`src/hdl/pmps_pkg.sv`:
```
// Shared types and constants for the priority motor position stepper.
// No dependencies; used by every module of the block by scoped names.
package pmps_pkg;

	// Word kind carried in s_axis_tuser
	typedef enum logic [1:0] {
		FUNC_CMD   = 2'd0,
		FUNC_ACCEL = 2'd1,
		FUNC_JOY   = 2'd2,
		FUNC_TICK  = 2'd3
	} func_t;

	typedef enum logic [1:0] {
		MODE_NONE   = 2'd0,
		MODE_REMOTE = 2'd1,
		MODE_JOY    = 2'd2,
		MODE_ACCEL  = 2'd3
	} mode_t;

	localparam int FULL_SCALE_STEPS_DEF = 2048;
	localparam int SERVO_EVERY_DEF      = 16;

	localparam int ANGLE_FULL   = 46080;  // 180 deg in 1/256 units
	localparam int UNIT_FULL    = 32768;
	localparam int ACCEL_OFFSET = 16384;

	// x / 45 == (x * RECIP_45) >> RECIP_SH, exact for x below 2**18
	localparam int RECIP_SH = 24;
	localparam int RECIP_45 = ((1 << RECIP_SH) + 44) / 45;
	localparam int RECIP_W  = 19;

	// Step targets are at most FULL_SCALE_STEPS, carried at full width between parts
	localparam int TGT_W = 13;

	localparam int QDEPTH = 4;
	localparam int QPTR_W = 2;
	localparam int QCNT_W = 3;

	typedef struct packed {
		func_t              func;
		mode_t              mode;
		logic [7:0]         prio;
		logic               jvalid;
		logic [TGT_W-1:0]   tgt;
	} q_item_t;

endpackage

```
`src/hdl/priority_motor_position_stepper.sv`:
```
// Priority motor position stepper, top level: front pipeline, queue, back part.
// Throughput: one word per clock; the front three-stage scaler and the back's
// step update both take a word every cycle, unless the queue is full or a
// tick word waits for m_axis_tready while the last result is still held.
// Reset: arst_n clears all control state, mode, targets, position and queue.
// Uses pmps_pkg, pmps_front, pmps_queue, pmps_back.
module priority_motor_position_stepper #(
	parameter int FULL_SCALE_STEPS = pmps_pkg::FULL_SCALE_STEPS_DEF,
	parameter int SERVO_EVERY      = pmps_pkg::SERVO_EVERY_DEF
) (
	input  logic        clk,
	input  logic        arst_n,
	input  logic        s_axis_tvalid,
	output logic        s_axis_tready,
	// cmd_mode, cmd_angle, cmd_priority, accel_sample, joystick_x, joystick_valid
	input  logic [63:0] s_axis_tdata,
	// func
	input  logic [1:0]  s_axis_tuser,
	output logic        m_axis_tvalid,
	input  logic        m_axis_tready,
	// step_pulse, clockwise, servo_update, servo_angle, position
	output logic [31:0] m_axis_tdata
);

	logic                 push, pop, q_full, q_empty;
	pmps_pkg::q_item_t    push_item, head;

	pmps_front #(
		.FULL_SCALE_STEPS(FULL_SCALE_STEPS)
	) u_front (
		.clk       (clk),
		.arst_n    (arst_n),
		.s_valid   (s_axis_tvalid),
		.s_ready   (s_axis_tready),
		.s_data    (s_axis_tdata),
		.s_user    (s_axis_tuser),
		.q_full    (q_full),
		.push      (push),
		.push_item (push_item)
	);

	pmps_queue u_queue (
		.clk       (clk),
		.arst_n    (arst_n),
		.push      (push),
		.push_item (push_item),
		.full      (q_full),
		.pop       (pop),
		.empty     (q_empty),
		.head      (head)
	);

	pmps_back #(
		.FULL_SCALE_STEPS(FULL_SCALE_STEPS),
		.SERVO_EVERY     (SERVO_EVERY)
	) u_back (
		.clk     (clk),
		.arst_n  (arst_n),
		.empty   (q_empty),
		.head    (head),
		.pop     (pop),
		.m_valid (m_axis_tvalid),
		.m_ready (m_axis_tready),
		.m_data  (m_axis_tdata)
	);

endmodule

```
`src/hdl/pmps_front.sv`:
```
// Front part: accepts input words, clamps the sample of each word and scales it
// to a step target in a three stage pipeline. Uses pmps_pkg.
module pmps_front #(
	parameter int FULL_SCALE_STEPS = pmps_pkg::FULL_SCALE_STEPS_DEF
) (
	input  logic                 clk,
	input  logic                 arst_n,
	input  logic                 s_valid,
	output logic                 s_ready,
	input  logic [63:0]          s_data,
	input  logic [1:0]           s_user,
	input  logic                 q_full,
	output logic                 push,
	output pmps_pkg::q_item_t    push_item
);

	localparam int TW = $clog2(FULL_SCALE_STEPS + 1);
	localparam int YW = 16 + TW;
	localparam int XW = YW - 10;
	localparam int PW = YW + 9;

	logic en;

	logic [1:0]  in_mode;
	logic [17:0] in_angle;
	logic [15:0] in_accel;
	logic [16:0] in_joy;
	logic [16:0] acc_sum;
	logic [15:0] v_d;

	logic                 valid_s1, valid_s2, valid_s3;
	pmps_pkg::func_t      func_s1, func_s2, func_s3;
	pmps_pkg::mode_t      mode_s1, mode_s2, mode_s3;
	logic [7:0]           prio_s1, prio_s2, prio_s3;
	logic                 jv_s1, jv_s2, jv_s3;
	logic [15:0]          v_s1;
	logic [YW-1:0]        y_s2;
	logic [PW-1:0]        p_s3;
	logic [PW-1:0]        p_d;

	assign en      = !valid_s3 || !q_full;
	assign s_ready = en;

	assign in_mode  = s_data[1:0];
	assign in_angle = s_data[19:2];
	assign in_accel = s_data[43:28];
	assign in_joy   = s_data[60:44];
	assign acc_sum  = {in_accel[15], in_accel} + 17'(pmps_pkg::ACCEL_OFFSET);

	// clamp the sample this word carries
	always_comb begin
		case (pmps_pkg::func_t'(s_user))
			pmps_pkg::FUNC_CMD: begin
				if (in_angle[17])
					v_d = '0;
				else if (in_angle[16:0] > 17'(pmps_pkg::ANGLE_FULL))
					v_d = 16'(pmps_pkg::ANGLE_FULL);
				else
					v_d = in_angle[15:0];
			end
			pmps_pkg::FUNC_ACCEL: begin
				if (acc_sum[16])
					v_d = '0;
				else if (acc_sum[15:0] > 16'(pmps_pkg::UNIT_FULL))
					v_d = 16'(pmps_pkg::UNIT_FULL);
				else
					v_d = acc_sum[15:0];
			end
			pmps_pkg::FUNC_JOY: begin
				if (in_joy[16])
					v_d = '0;
				else if (in_joy[15:0] > 16'(pmps_pkg::UNIT_FULL))
					v_d = 16'(pmps_pkg::UNIT_FULL);
				else
					v_d = in_joy[15:0];
			end
			default: v_d = '0;
		endcase
	end

	// angle path divides by 46080 = 1024 * 45, unit path by 32768
	always_comb begin
		if (func_s2 == pmps_pkg::FUNC_CMD)
			p_d = PW'(XW'(y_s2[YW-1:10]) * PW'(pmps_pkg::RECIP_45));
		else
			p_d = PW'(y_s2[YW-1:15]) << pmps_pkg::RECIP_SH;
	end

	always_ff @(posedge clk or negedge arst_n) begin
		if (!arst_n) begin
			valid_s1 <= 1'b0;
			valid_s2 <= 1'b0;
			valid_s3 <= 1'b0;
		end else if (en) begin
			valid_s1 <= s_valid;
			valid_s2 <= valid_s1;
			valid_s3 <= valid_s2;
		end
	end

	always_ff @(posedge clk) begin
		if (en) begin
			func_s1 <= pmps_pkg::func_t'(s_user);
			mode_s1 <= pmps_pkg::mode_t'(in_mode);
			prio_s1 <= s_data[27:20];
			jv_s1   <= s_data[61];
			v_s1    <= v_d;

			func_s2 <= func_s1;
			mode_s2 <= mode_s1;
			prio_s2 <= prio_s1;
			jv_s2   <= jv_s1;
			y_s2    <= YW'(v_s1) * YW'(FULL_SCALE_STEPS);

			func_s3 <= func_s2;
			mode_s3 <= mode_s2;
			prio_s3 <= prio_s2;
			jv_s3   <= jv_s2;
			p_s3    <= p_d;
		end
	end

	assign push             = valid_s3 && !q_full;
	assign push_item.func   = func_s3;
	assign push_item.mode   = mode_s3;
	assign push_item.prio   = prio_s3;
	assign push_item.jvalid = jv_s3;
	assign push_item.tgt    = pmps_pkg::TGT_W'(p_s3 >> pmps_pkg::RECIP_SH);

endmodule

```
`src/hdl/pmps_queue.sv`:
```
// Short FIFO of classified words between the front and back parts.
// Uses pmps_pkg for the entry type and depth.
module pmps_queue (
	input  logic                 clk,
	input  logic                 arst_n,
	input  logic                 push,
	input  pmps_pkg::q_item_t    push_item,
	output logic                 full,
	input  logic                 pop,
	output logic                 empty,
	output pmps_pkg::q_item_t    head
);

	pmps_pkg::q_item_t              mem_q [pmps_pkg::QDEPTH];
	logic [pmps_pkg::QPTR_W-1:0]    wr_q, rd_q;
	logic [pmps_pkg::QCNT_W-1:0]    cnt_q;

	assign full  = cnt_q == pmps_pkg::QCNT_W'(pmps_pkg::QDEPTH);
	assign empty = cnt_q == '0;
	assign head  = mem_q[rd_q];

	always_ff @(posedge clk) begin
		if (push)
			mem_q[wr_q] <= push_item;
	end

	always_ff @(posedge clk or negedge arst_n) begin
		if (!arst_n) begin
			wr_q  <= '0;
			rd_q  <= '0;
			cnt_q <= '0;
		end else begin
			if (push)
				wr_q <= wr_q + 1'b1;
			if (pop)
				rd_q <= rd_q + 1'b1;
			case ({push, pop})
				2'b10:   cnt_q <= cnt_q + 1'b1;
				2'b01:   cnt_q <= cnt_q - 1'b1;
				default: cnt_q <= cnt_q;
			endcase
		end
	end

endmodule

```
`src/hdl/pmps_back.sv`:
```
// Back part: mode arbitration, latest targets, the step position, servo angle
// tracking and the output register. Uses pmps_pkg.
module pmps_back #(
	parameter int FULL_SCALE_STEPS = pmps_pkg::FULL_SCALE_STEPS_DEF,
	parameter int SERVO_EVERY      = pmps_pkg::SERVO_EVERY_DEF
) (
	input  logic                 clk,
	input  logic                 arst_n,
	input  logic                 empty,
	input  pmps_pkg::q_item_t    head,
	output logic                 pop,
	output logic                 m_valid,
	input  logic                 m_ready,
	output logic [31:0]          m_data
);

	localparam int PSW = $clog2(FULL_SCALE_STEPS + 1);
	localparam int RW  = $clog2(FULL_SCALE_STEPS);
	localparam int SW  = (SERVO_EVERY > 1) ? $clog2(SERVO_EVERY) : 1;
	localparam int DQ  = pmps_pkg::ANGLE_FULL / FULL_SCALE_STEPS;
	localparam int DR  = pmps_pkg::ANGLE_FULL % FULL_SCALE_STEPS;

	pmps_pkg::mode_t  mode_q;
	logic [7:0]       prio_q;
	logic             lock_q;
	logic [PSW-1:0]   rem_tgt_q, acc_tgt_q, joy_tgt_q;
	logic             joy_seen_q;
	logic [PSW-1:0]   pos_q;
	logic [SW-1:0]    phase_q;
	logic [15:0]      ang_q;
	logic [RW-1:0]    frac_q;

	logic             tick;
	logic [PSW-1:0]   tgt;
	logic             move, up;
	logic [PSW-1:0]   pos_d;
	logic [SW-1:0]    phase_d;
	logic [15:0]      ang_d;
	logic [RW-1:0]    frac_d;
	logic [RW:0]      frac_up, frac_dn;
	logic             upd;

	assign tick = head.func == pmps_pkg::FUNC_TICK;
	assign pop  = !empty && (!tick || !m_valid || m_ready);

	always_comb begin
		if (lock_q)
			tgt = rem_tgt_q;
		else if (mode_q == pmps_pkg::MODE_JOY)
			tgt = joy_seen_q ? joy_tgt_q : '0;
		else if (mode_q == pmps_pkg::MODE_ACCEL)
			tgt = acc_tgt_q;
		else
			tgt = '0;
	end

	assign move = tgt != pos_q;
	assign up   = tgt > pos_q;

	// pos * 46080 = ang * FULL + frac, kept up to date one step at a time
	assign frac_up = {1'b0, frac_q} + (RW + 1)'(DR);
	assign frac_dn = {1'b0, frac_q} + (RW + 1)'(FULL_SCALE_STEPS - DR);

	always_comb begin
		pos_d   = pos_q;
		phase_d = phase_q;
		ang_d   = ang_q;
		frac_d  = frac_q;
		if (move && up) begin
			pos_d   = pos_q + 1'b1;
			phase_d = (phase_q == SW'(SERVO_EVERY - 1)) ? '0 : phase_q + 1'b1;
			if (frac_up >= (RW + 1)'(FULL_SCALE_STEPS)) begin
				frac_d = RW'(frac_up - (RW + 1)'(FULL_SCALE_STEPS));
				ang_d  = ang_q + 16'(DQ + 1);
			end else begin
				frac_d = RW'(frac_up);
				ang_d  = ang_q + 16'(DQ);
			end
		end else if (move) begin
			pos_d   = pos_q - 1'b1;
			phase_d = (phase_q == '0) ? SW'(SERVO_EVERY - 1) : phase_q - 1'b1;
			if (frac_q < RW'(DR)) begin
				frac_d = RW'(frac_dn);
				ang_d  = ang_q - 16'(DQ + 1);
			end else begin
				frac_d = RW'(frac_q - RW'(DR));
				ang_d  = ang_q - 16'(DQ);
			end
		end
	end

	assign upd = move && (phase_d == '0);

	always_ff @(posedge clk or negedge arst_n) begin
		if (!arst_n) begin
			mode_q     <= pmps_pkg::MODE_NONE;
			prio_q     <= '0;
			lock_q     <= 1'b0;
			rem_tgt_q  <= '0;
			acc_tgt_q  <= '0;
			joy_tgt_q  <= '0;
			joy_seen_q <= 1'b0;
			pos_q      <= '0;
			phase_q    <= '0;
			ang_q      <= '0;
			frac_q     <= '0;
			m_valid    <= 1'b0;
		end else begin
			if (pop && tick)
				m_valid <= 1'b1;
			else if (m_ready)
				m_valid <= 1'b0;
			if (pop) begin
				case (head.func)
					pmps_pkg::FUNC_CMD: begin
						if (head.prio >= prio_q) begin
							mode_q    <= head.mode;
							rem_tgt_q <= PSW'(head.tgt);
							if (head.mode == pmps_pkg::MODE_REMOTE) begin
								prio_q <= head.prio;
								lock_q <= 1'b1;
							end else begin
								prio_q <= '0;
								lock_q <= 1'b0;
							end
						end
					end
					pmps_pkg::FUNC_ACCEL: acc_tgt_q <= PSW'(head.tgt);
					pmps_pkg::FUNC_JOY: begin
						joy_seen_q <= head.jvalid;
						if (head.jvalid)
							joy_tgt_q <= PSW'(head.tgt);
					end
					pmps_pkg::FUNC_TICK: begin
						pos_q   <= pos_d;
						phase_q <= phase_d;
						ang_q   <= ang_d;
						frac_q  <= frac_d;
					end
					default: ;
				endcase
			end
		end
	end

	always_ff @(posedge clk) begin
		if (pop && tick)
			m_data <= {1'b0, 12'(pos_d), (upd ? ang_d : 16'd0), upd, up && move, move};
	end

endmodule
```
`config.mk`:
```
export PLATFORM = sky130hd
export DESIGN_NAME = priority_motor_position_stepper
export DESIGN_NICKNAME = d
export VERILOG_FILES = /design/src/hdl/pmps_pkg.sv /design/src/hdl/priority_motor_position_stepper.sv /design/src/hdl/pmps_front.sv /design/src/hdl/pmps_queue.sv /design/src/hdl/pmps_back.sv
export SDC_FILE = /design/constraint.sdc
export NUM_CORES = 1
export LEC_CHECK = 0
export ABC_AREA = 1
export BUFFER_PORTS_ARGS = -buffer_cell sky130_fd_sc_hd__buf_4
export CAP_MARGIN = 20
export CORE_MARGIN = 5
export CORE_UTILIZATION = 46
export CTS_CLUSTER_DIAMETER = 120
export DETAILED_ROUTE_END_ITERATION = 6
export PLACE_DENSITY = 0.69
export REMOVE_ABC_BUFFERS = 1
export SLEW_MARGIN = 10
export SYNTH_ARGS = -nofsm -noshare
export SYNTH_HDL_FRONTEND = slang
export SYNTH_SLANG_ARGS = --single-unit
```
`constraint.sdc`:
```
create_clock -name clk -period 11.9 [get_ports clk]
set_input_delay 1.19 -clock clk [delete_from_list [all_inputs] [get_ports clk]]
set_output_delay 1.19 -clock clk [all_outputs]
set_load 0.03 [all_outputs]
```
* Yosys cells after proc, flatten, opt, wreduce, memory -nomap -nowiden
Memory sizes are Yosys's and may differ from the RTL's. Index checks and enable logic that the tools add are counted.
Storage, ports and cells: RAM bits 104, register bits 219, memories 1, bits of input ports 70
Operators by class: eq/ne operators 13, reduce and logical (&&, ||, !) cells 28, muxes and demuxes 33, $add $sub $neg 16, $mul 1, magnitude comparators 7
Memory list:
- u_queue.mem_q | words 4, bits a word 26, read ports 1, clocked after Yosys merged registers in 0, write ports 1, line pmps_queue.sv:14 | pmps_pkg::q_item_t mem_q [pmps_pkg::QDEPTH];
Operators with widths (number):
- 2-to-1 mux 16 bit | 10
- 2-to-1 mux 12 bit | 6
- one-hot mux 16 bit (3 select lines) | 1
- 2-to-1 mux 11 bit | 4
- 2-to-1 mux 36 bit | 1
- multiplier 16 x 17 -> 33 bit, second input constant | 1
- adder 16 x 5 -> 16 bit, second input constant | 2
- > comparator 16 bit, second input constant | 2
- subtractor 16 x 5 -> 16 bit, second input constant | 2
- adder 16 x 16 -> 17 bit, second input constant | 1
- > comparator 17 x 16 -> 1 bit, second input constant | 1
- 2-to-1 mux 4 bit | 4
- adder 11 x 11 -> 12 bit, second input constant | 1
- adder 12 x 1 -> 12 bit, second input constant | 1
- equality test 2 bit, second input constant | 6
- greater-or-equal comparator 12 bit, second input constant | 1
- > comparator 12 bit | 1
- != test 12 bit | 1
- subtractor 12 x 1 -> 12 bit, second input constant | 1
- less-than comparator 11 bit, second input constant | 1
- subtractor 11 x 1 -> 11 bit, second input constant | 1
- subtractor 11 bit, second input constant | 1
- AND reduction 3 bit | 3
- equality test 2 x 1 -> 1 bit, second input constant | 4
- 19 further kinds | 41

* Logic depth before layout (Yosys ltp)
Gate-level depths: netlist of run 1.
depth in word-level cells 9, gate-level depth with buffers 24

* Cells and area by module
From an unflattened synthesis of run 1, not the netlist that was laid out.
Unflattened totals: cells, all modules 2240, area total of the unflattened synthesis 20407.1 um^2
Modules (own cells, without submodules):
- pmps_front | area each 8759.7 um^2, times used 1, cells each 961
- pmps_back | area each 6986.7 um^2, times used 1, cells each 927
- pmps_queue | area each 4660.7 um^2, times used 1, cells each 352

* Worst setup path before layout of run 1
No wires, ideal clock.
path type reg2reg, from reg u_front.y_s2[24], to reg u_front.p_s3[35] (data pin), data required time 11647 ps, arrival time 4721 ps, period minus slack after synthesis 4974 ps, path buffers 0, cell stages (with the launch flop) 23, slack 6926 ps, path through edfxtp_1 > fa_1 > inv_1 > fa_1 > inv_1 > fa_1 > inv_1 > fa_1 > fa_1 > fa_1 > inv_1 > ha_1 > nand2_1 > nor2_1 > inv_1 > nor3_1 > nand2_1 > nand2_1 > nand2_1 > nand2_1 > nand2_1 > nand3_1 > nand2_1
Between the ends: longest elaborated chain between the ends 2
RTL lines:
- from (decl) | line pmps_front.sv:37 | logic [YW-1:0] y_s2;
- from (signal assigned) | line pmps_front.sv:113 | y_s2 <= YW'(v_s1) * YW'(FULL_SCALE_STEPS);
- multiplier 16 x 17 -> 33 bit | line pmps_front.sv:84 | p_d = PW'(XW'(y_s2[YW-1:10]) * PW'(pmps_pkg::RECIP_45));
- 2-to-1 mux 36 bit | line pmps_front.sv:83 | if (func_s2 == pmps_pkg::FUNC_CMD)
- net u_front.p_d[35] | line pmps_front.sv:39 | logic [PW-1:0] p_d;
- to (signal assigned) | line pmps_front.sv:119 | p_s3 <= p_d;
- to (decl) | line pmps_front.sv:38 | logic [PW-1:0] p_s3;
The timed path passes the listed nets, and every way through them passes these cells. A chain may end at the register's enable or synchronous reset.

* Worst setup path in the final report of run 1
from reg u_front.y_s2[24], to reg u_front.p_s3[27] (data pin)
Same word-level chain as after synthesis.

==> flow_summary.toml, run 1 <==
[layout]
drive_gt1_share_pct = 8.89
layout.filler_cells = 3861
regArea_um2 = 8730
flow.area_growth_from_synthesis_pct = 12.5
finish.net_count = 2598
n_antenna_cell = 0
final-instance-count-excl-fill = 2881
final_core_util_pct = 52.2
multi_input_area_um2 = 9560

[place]
place.port_buffers = 100
place_inst = 2819
globalplace.congestion = 0.962
detailed_place_hpwl_mm = 31.5

[cts]
num_cts_buffers = 35
tritoncts = "yes"
cts.root.buffer_cell = "sky130_fd_sc_hd__clkbuf_16"
insertion_delay_ps = 530
clock_tree.htree_level_count = 2
cts.path.max_buffers = 3
cts.sinks = 306
cts.repair_timing.setup_buffer_count = 0
cts.clk_slew.worst_paths_ps = 60
cts.hold.buffers_added = 0
cts_resized = 0

[detailed_routing]
detail_route.iter0.violations = 893
drt_pass_1_iters = 5
wl_final_mm = 42.7
detailed_route_vias_per_instance = 5.05
drc = 0
wire_length_per_cell_after_detailed_routing_um = 14.8
vias = 14600
ant_nets = 0

[sta]
timing.fmax_mhz = 180
timing.final.setup_violations = 0
final_hold_viol_count = 0
tns_ps = 0
tightestPinTransition_ps = 1060
worst_slew_margin_rel_pct = 28.8
report.final.slew_viol_count = 0
fin_crit_sh_pct = 46.7
rsz0062_at_grt = "no"
fin_skew_ps = 24.2
layout_min_cycle_time_ps = 5550

[worst_setup_path]
r2r.worst_path.cells = 22
critical_path_peak_fanout = 6
critical_path.startpoint_type = "flip-flop"
worstSetupEndpointType = "flip-flop"
maximum_single_stage_delay_on_the_critical_path_ps = 590
crit_family = "adder cells"
crit_path_frequent_cell = "sky130_fd_sc_hd__nand2_1"
cell_chain_of_the_critical_path = "fa_1 > inv_1 > fa_1 > inv_1 > fa_1 > inv_1 > fa_1 > fa_1 > fa_1 > inv_1 > ha_1 > nand2_1 > nor2_1 > inv_1 > nor3_1 > nand2_1 > nand2_1 > nand2_1 > nand2_1 > nand2_1 > nand3_1 > nand2_1"
crit-reg2reg-capture = "u_front.p_s3[27]"
worstReg2RegStart = "u_front.y_s2[24]"
timing.critical_path.arrival_ps = 5810
critPathBufInv = 5
slowest_stage = "sky130_fd_sc_hd__fa_1"
crit_start = "u_front.y_s2[24]"
r2r_slack_ps = 6350
worstPathRequired_ps = 12160
worst-setup-path-type = "reg2reg"

[logic_synthesis]
async_reset_ff_share_pct = 30.1
synth_ff_type = "sky130_fd_sc_hd__edfxtp_1"
syn_area_um2 = 19900
synth-seq-area-share_pct = 43.9
syn_area_per_cell_um2 = 9.10
yosysWarnings = 0
synth_cells = 2185
yosysUniqueCellTypes = 51
synth_edf_count = 214
postSynthRegisterBits = 306

[job]
maxCapViolations = 0

[floorplan]
floorplan.rows = 76
die-width_um = 218
initial_core_util_pct = 46.4
core_region_area_um2 = 42900
floorplan.die.height_um = 218
io_pins = 104
die_area_um2 = 47500

[hold_path]
hold_path_end = "u_front.prio_s3[4]"
worst_min_delay_path_category = "reg2reg"
hold_start = "u_front.prio_s2[4]"
hold_depth = 0

[global_route]
grt_start_max_net_pins = 71
antenna_found_initial = 0
grt_overflow = 0
grt_pass1_wl_mm = 70.9
via_count_of_the_first_global_routing_pass = 14600
track_usage_pct = 18.0

[status]
status = "finished, final reports clean"
[synth_stat cells (5+ instances only)]
| cell type | instances | share of area, % |
|---|---|---|
| sky130_fd_sc_hd__nand2_1 | 517 | 9.8 |
| sky130_fd_sc_hd__inv_1 | 347 | 6.6 |
| sky130_fd_sc_hd__edfxtp_1 | 214 | 32 |
| sky130_fd_sc_hd__ha_1 | 174 | 11 |
| sky130_fd_sc_hd__nor2_1 | 156 | 2.9 |
| sky130_fd_sc_hd__o21ai_0 | 144 | 3.6 |
| sky130_fd_sc_hd__nand3_1 | 132 | 3.3 |
| sky130_fd_sc_hd__dfrtp_1 | 92 | 12 |
| sky130_fd_sc_hd__fa_1 | 83 | 8.4 |
| sky130_fd_sc_hd__a21oi_1 | 78 | 2.0 |
| sky130_fd_sc_hd__clkbuf_1 | 34 | 0.64 |
| sky130_fd_sc_hd__xor2_1 | 34 | 1.5 |
| sky130_fd_sc_hd__buf_2 | 21 | 0.53 |
| sky130_fd_sc_hd__nand4_1 | 18 | 0.57 |
| sky130_fd_sc_hd__a32oi_1 | 12 | 0.53 |
| sky130_fd_sc_hd__nand3b_1 | 12 | 0.45 |
| sky130_fd_sc_hd__nor2_4 | 12 | 0.68 |
| sky130_fd_sc_hd__nor3_1 | 12 | 0.30 |
| sky130_fd_sc_hd__a311oi_1 | 11 | 0.48 |
| sky130_fd_sc_hd__o21ai_1 | 9 | 0.23 |
| sky130_fd_sc_hd__o22ai_1 | 9 | 0.28 |
| sky130_fd_sc_hd__nor4_1 | 7 | 0.22 |
| sky130_fd_sc_hd__inv_2 | 6 | 0.11 |
| sky130_fd_sc_hd__nand2_2 | 6 | 0.19 |
| sky130_fd_sc_hd__xnor2_1 | 5 | 0.22 |
[flip-flops by register name, summed over array words and instances, names as in the netlist, 3 cells and up]
| register | count |
|---|---|
| u_front.y_s2 | 16 |
| u_back.acc_tgt_q | 12 |
| u_back.joy_tgt_q | 12 |
| u_back.m_data | 31 |
| u_front.p_s3 | 12 |
| u_back.pos_q | 12 |
| u_front.v_s1 | 16 |
| u_back.phase_q | 4 |
| u_queue.mem_q | 100 |
| u_front.prio_s3 | 8 |
| u_front.prio_s2 | 8 |
| u_queue.cnt_q | 3 |
| u_back.ang_q | 16 |
| u_back.prio_q | 8 |
| u_front.prio_s1 | 8 |
| u_back.rem_tgt_q | 12 |
[cells in the final DEF, fill, tap and decap left out, types with 4 or more instances in the layout]
cell type                     n
sky130_fd_sc_hd__clkbuf_1     6
sky130_fd_sc_hd__nor4_1       7
sky130_fd_sc_hd__a311oi_1    11
sky130_fd_sc_hd__buf_4      110
sky130_fd_sc_hd__nand2_1    517
sky130_fd_sc_hd__o21ai_0    144
sky130_fd_sc_hd__clkinv_2     4
sky130_fd_sc_hd__dfrtp_1     92
sky130_fd_sc_hd__ha_1       174
sky130_fd_sc_hd__clkbuf_16   36
sky130_fd_sc_hd__xor2_1      34
sky130_fd_sc_hd__nor3_1      12
sky130_fd_sc_hd__edfxtp_1   214
sky130_fd_sc_hd__o21ai_1      9
sky130_fd_sc_hd__nor2_4      16
sky130_fd_sc_hd__xnor2_1      5
sky130_fd_sc_hd__nand2_2      6
sky130_fd_sc_hd__nand3b_1    12
sky130_fd_sc_hd__clkbuf_8     4
sky130_fd_sc_hd__a21oi_1     78
sky130_fd_sc_hd__a32oi_1     12
sky130_fd_sc_hd__fa_1        83
sky130_fd_sc_hd__nor2_1     152
sky130_fd_sc_hd__clkinv_1     6
sky130_fd_sc_hd__inv_1      347
sky130_fd_sc_hd__nand3_1    132
sky130_fd_sc_hd__nand4_1     18
sky130_fd_sc_hd__inv_2        6
sky130_fd_sc_hd__bufinv_16    4
sky130_fd_sc_hd__o22ai_1      9
[kinds of logic (layout without fill, tap and decap cells)]
family / after synthesis / after routing / synth area share (%)
muxes: 2 / 2 / 0.107
and+or+nand+nor: 885 / 885 / 19.0
buffers and inverters: 417 / 528 / 8.14
DFF: 306 / 306 / 43.9
other: 1 / 1 / 0.0189
adders and majority gates: 257 / 257 / 19.3
AOI/OAI and AO/OA: 278 / 278 / 7.76
xor gates and xnor gates: 39 / 39 / 1.72
[worst max path at each step]
| stage | to | slack, ps | cells after the start |
|---|---|---|---|
| after floorplan | u_front.p_s3[35] | 6920 | 22 |
| after global routing | u_front.p_s3[35] | 6030 | 22 |
| final | u_front.p_s3[27] | 6350 | 22 |
| after global placement | u_front.p_s3[35] | 6350 | 22 |
| after detailed placement | u_front.p_s3[27] | 6360 | 22 |
| after CTS | u_front.p_s3[27] | 6330 | 22 |
[layer usage]
layer | global-route usage [%] | vias up | part of all wire (%)
met4 | 5.78 | 0 | 3.0
met3 | 2.58 | 85 | 4.1
met1 | 22.8 | 6824 | 43
li1 | - | 7316 | -
met5 | 0 | - | 0
met2 | 32.0 | 336 | 50
[per-stage QoR]
step / instance area (µm²) / hold slack [ps] / setup slack [ps]
detailed placement: 21200 / 405 / 6360
floorplan: 19600 / 400 / 6920
finish: 22400 / 413 / 6350
CTS: 22400 / 417 / 6330
global placement: 21200 / 400 / 6350
global route: 22400 / 420 / 6030
[cell type report]
type	instances	area share, %
clock buffers	46	4.37
clock inverters	16	0.901
inverters	356	5.98
multi-input cells	1462	42.8
flip-flops and latches	306	39.0
well taps	585	3.27
repair buffers	110	3.69
[worst register-to-register path: stages (launching register included)]
cell and delay, ps:
sky130_fd_sc_hd__edfxtp_1 520, sky130_fd_sc_hd__fa_1 590, sky130_fd_sc_hd__inv_1 50, sky130_fd_sc_hd__fa_1 470, sky130_fd_sc_hd__inv_1 50, sky130_fd_sc_hd__fa_1 540
sky130_fd_sc_hd__inv_1 80, sky130_fd_sc_hd__fa_1 510, sky130_fd_sc_hd__fa_1 530, sky130_fd_sc_hd__fa_1 590, sky130_fd_sc_hd__inv_1 60, sky130_fd_sc_hd__ha_1 310
sky130_fd_sc_hd__nand2_1 90, sky130_fd_sc_hd__nor2_1 130, sky130_fd_sc_hd__inv_1 90, sky130_fd_sc_hd__nor3_1 130, sky130_fd_sc_hd__nand2_1 70, sky130_fd_sc_hd__nand2_1 160
sky130_fd_sc_hd__nand2_1 100, sky130_fd_sc_hd__nand2_1 60, sky130_fd_sc_hd__nand2_1 40, sky130_fd_sc_hd__nand3_1 60, sky130_fd_sc_hd__nand2_1 60
Power of run 1 is not shown: default switching activity piles up to over one toggle a cycle in this logic, so the estimate is an artifact.
==> run 2: changes to the inputs <==
clock period = 5.3 ns   (was 11.9 ns; I/O delays follow)
==> flow_summary.toml, run 2 (same netlist as run 1, synthesis figures left out) <==
[sta]
worst_slew_margin_rel_pct = 29.7
timing.fmax_mhz = 195
layout_min_cycle_time_ps = 5120
timing.final.setup_violations = 0
fin_skew_ps = 19.1
worst_slack_ps = 183
fin_crit_sh_pct = 96.6
report.final.slew_viol_count = 0
final_hold_viol_count = 0
tightestPinTransition_ps = 1050

[detailed_routing]
drc = 0
detail_route.iter0.violations = 920
wl_final_mm = 43.7
ant_nets = 0
vias = 14800
wire_length_per_cell_after_detailed_routing_um = 15.1
detailed_route_vias_per_instance = 5.09
drt_pass_1_iters = 7

[layout]
largest_register_ff_count = 100
largest_register = "u_queue.mem_q"
final_common_cell = "sky130_fd_sc_hd__nand2_1"
n_antenna_cell = 0
most-common-layout-cells = "sky130_fd_sc_hd__nand2_1 (513), sky130_fd_sc_hd__inv_1 (346), sky130_fd_sc_hd__edfxtp_1 (214)"
flow.area_growth_from_synthesis_pct = 14.1
biggestRegsByFlops = "u_queue.mem_q (100), u_back.m_data (31)"
finish.net_count = 2619
drive_gt1_share_pct = 10.9
final-instance-count-excl-fill = 2905

[place]
place_inst = 2834
globalplace.congestion = 0.942
place.port_buffers = 100
detailed_place_hpwl_mm = 32.4
dp_worst_setup_slack_ps = 48.5

[floorplan]
die_area_um2 = 47500
floorplan.die.height_um = 218
core_region_area_um2 = 42900
initial_core_util_pct = 46.4
die-width_um = 218
io_pins = 104
floorplan.rows = 76

[global_route]
via_count_of_the_first_global_routing_pass = 14800
grt_start_max_net_pins = 60
track_usage_pct = 18.5
grt_overflow = 0
grt_pass1_wl_mm = 72.6
antenna_found_initial = 0

[cts]
cts.root.buffer_cell = "sky130_fd_sc_hd__clkbuf_16"
num_cts_buffers = 36
insertion_delay_ps = 530
clock_tree.htree_level_count = 2
tritoncts = "yes"
cts.sinks = 306
cts.clk_slew.worst_paths_ps = 60
cts.path.max_buffers = 3

[hold_path]
worst_min_delay_path_category = "in2reg"

[job]
maxCapViolations = 0

[worst_setup_path]
timing.critical_path.arrival_ps = 5390
worstSetupEndpointType = "flip-flop"
critical_path.startpoint_type = "flip-flop"
worst-setup-path-type = "reg2reg"
critical_path_peak_fanout = 3
worstPathRequired_ps = 5570

[status]
status = "finished, final reports clean"
[run 2: cell count changes in the layout (fill, tap and decap cells not counted), sizes merged]
cell / change
clkinvlp: -2
bufinv: -1
buf: +19
clkbuf: +1
inv: +2
dlygate4sd3: +1
clkinv: +4
[run 2: path summary, 6_finish.rpt]
path,cells past startpoint,from,end,slack [ps]
worst min-delay path,1,s_axis_tdata[24],u_front.prio_s1[4],180
max in group asynchronous,3,arst_n,u_back.prio_q[7],3640
worst min register to register,0,u_front.v_s1[3],u_front.y_s2[14],420
worst max register to register,22,u_front.y_s2[26],u_front.p_s3[27],180
worst max-delay path,22,u_front.y_s2[26],u_front.p_s3[27],180
min in group asynchronous,2,arst_n,u_back.pos_q[3],510
[run 2: layer usage]
layer  GRT usage, %  vias up  routed length, µm  part of all wire (%)
met5              0        -                  0                     0
met1           23.5     6937              18600                    42
met3           2.60      104               2000                   4.6
li1               -     7360                  -                     -
met2           32.5      371              21600                    49
met4           6.72        0               1570                   3.6
[run 2: worst max-delay path, stage by stage (launching register included)]
cell and delay, ps:
sky130_fd_sc_hd__edfxtp_1 410, sky130_fd_sc_hd__fa_1 570, sky130_fd_sc_hd__inv_1 60, sky130_fd_sc_hd__fa_1 470, sky130_fd_sc_hd__inv_1 60, sky130_fd_sc_hd__fa_1 500
sky130_fd_sc_hd__inv_1 60, sky130_fd_sc_hd__fa_1 500, sky130_fd_sc_hd__fa_1 440, sky130_fd_sc_hd__fa_1 540, sky130_fd_sc_hd__inv_1 60, sky130_fd_sc_hd__ha_4 290
sky130_fd_sc_hd__nand2_4 70, sky130_fd_sc_hd__nor2_4 120, sky130_fd_sc_hd__inv_2 60, sky130_fd_sc_hd__nor3_2 120, sky130_fd_sc_hd__nand2_1 90, sky130_fd_sc_hd__nand2_2 120
sky130_fd_sc_hd__nand2_1 80, sky130_fd_sc_hd__nand2_1 60, sky130_fd_sc_hd__nand2_1 50, sky130_fd_sc_hd__nand3_1 70, sky130_fd_sc_hd__nand2_1 60
[run 2: area by class of cell]
class,count,area [µm²]
clock buffers,47,1000
clock inverters,19,186
fillers,3836,20200
inverters,356,1340
multi-input cells,1462,9730
flip-flops and latches,306,8730
well taps,585,732
repair buffers,130,978
[run 2: stage by stage]
step	cell area [µm²]	TNS, ps	util [%]	hold WS [ps]
after floorplan	19600	0	-	234
after global placement	21300	0	49.7	401
after detailed placement	21300	0	49.7	405
after CTS	22500	0	52.5	160
after global routing	22700	-165	52.9	160
final	22700	0	52.9	184
[run 2: timing repair]
| item | CTS | global route |
|---|---|---|
| buffers inserted | 0 | 3 |
| resized for setup | 0 | 36 |
| setup endpoints to repair | 0 | 12 |
| hold buffers | 1 | 0 |
| endpoints found under the hold margin | 33 | 0 |
Power of run 2 is left out for the same reason.
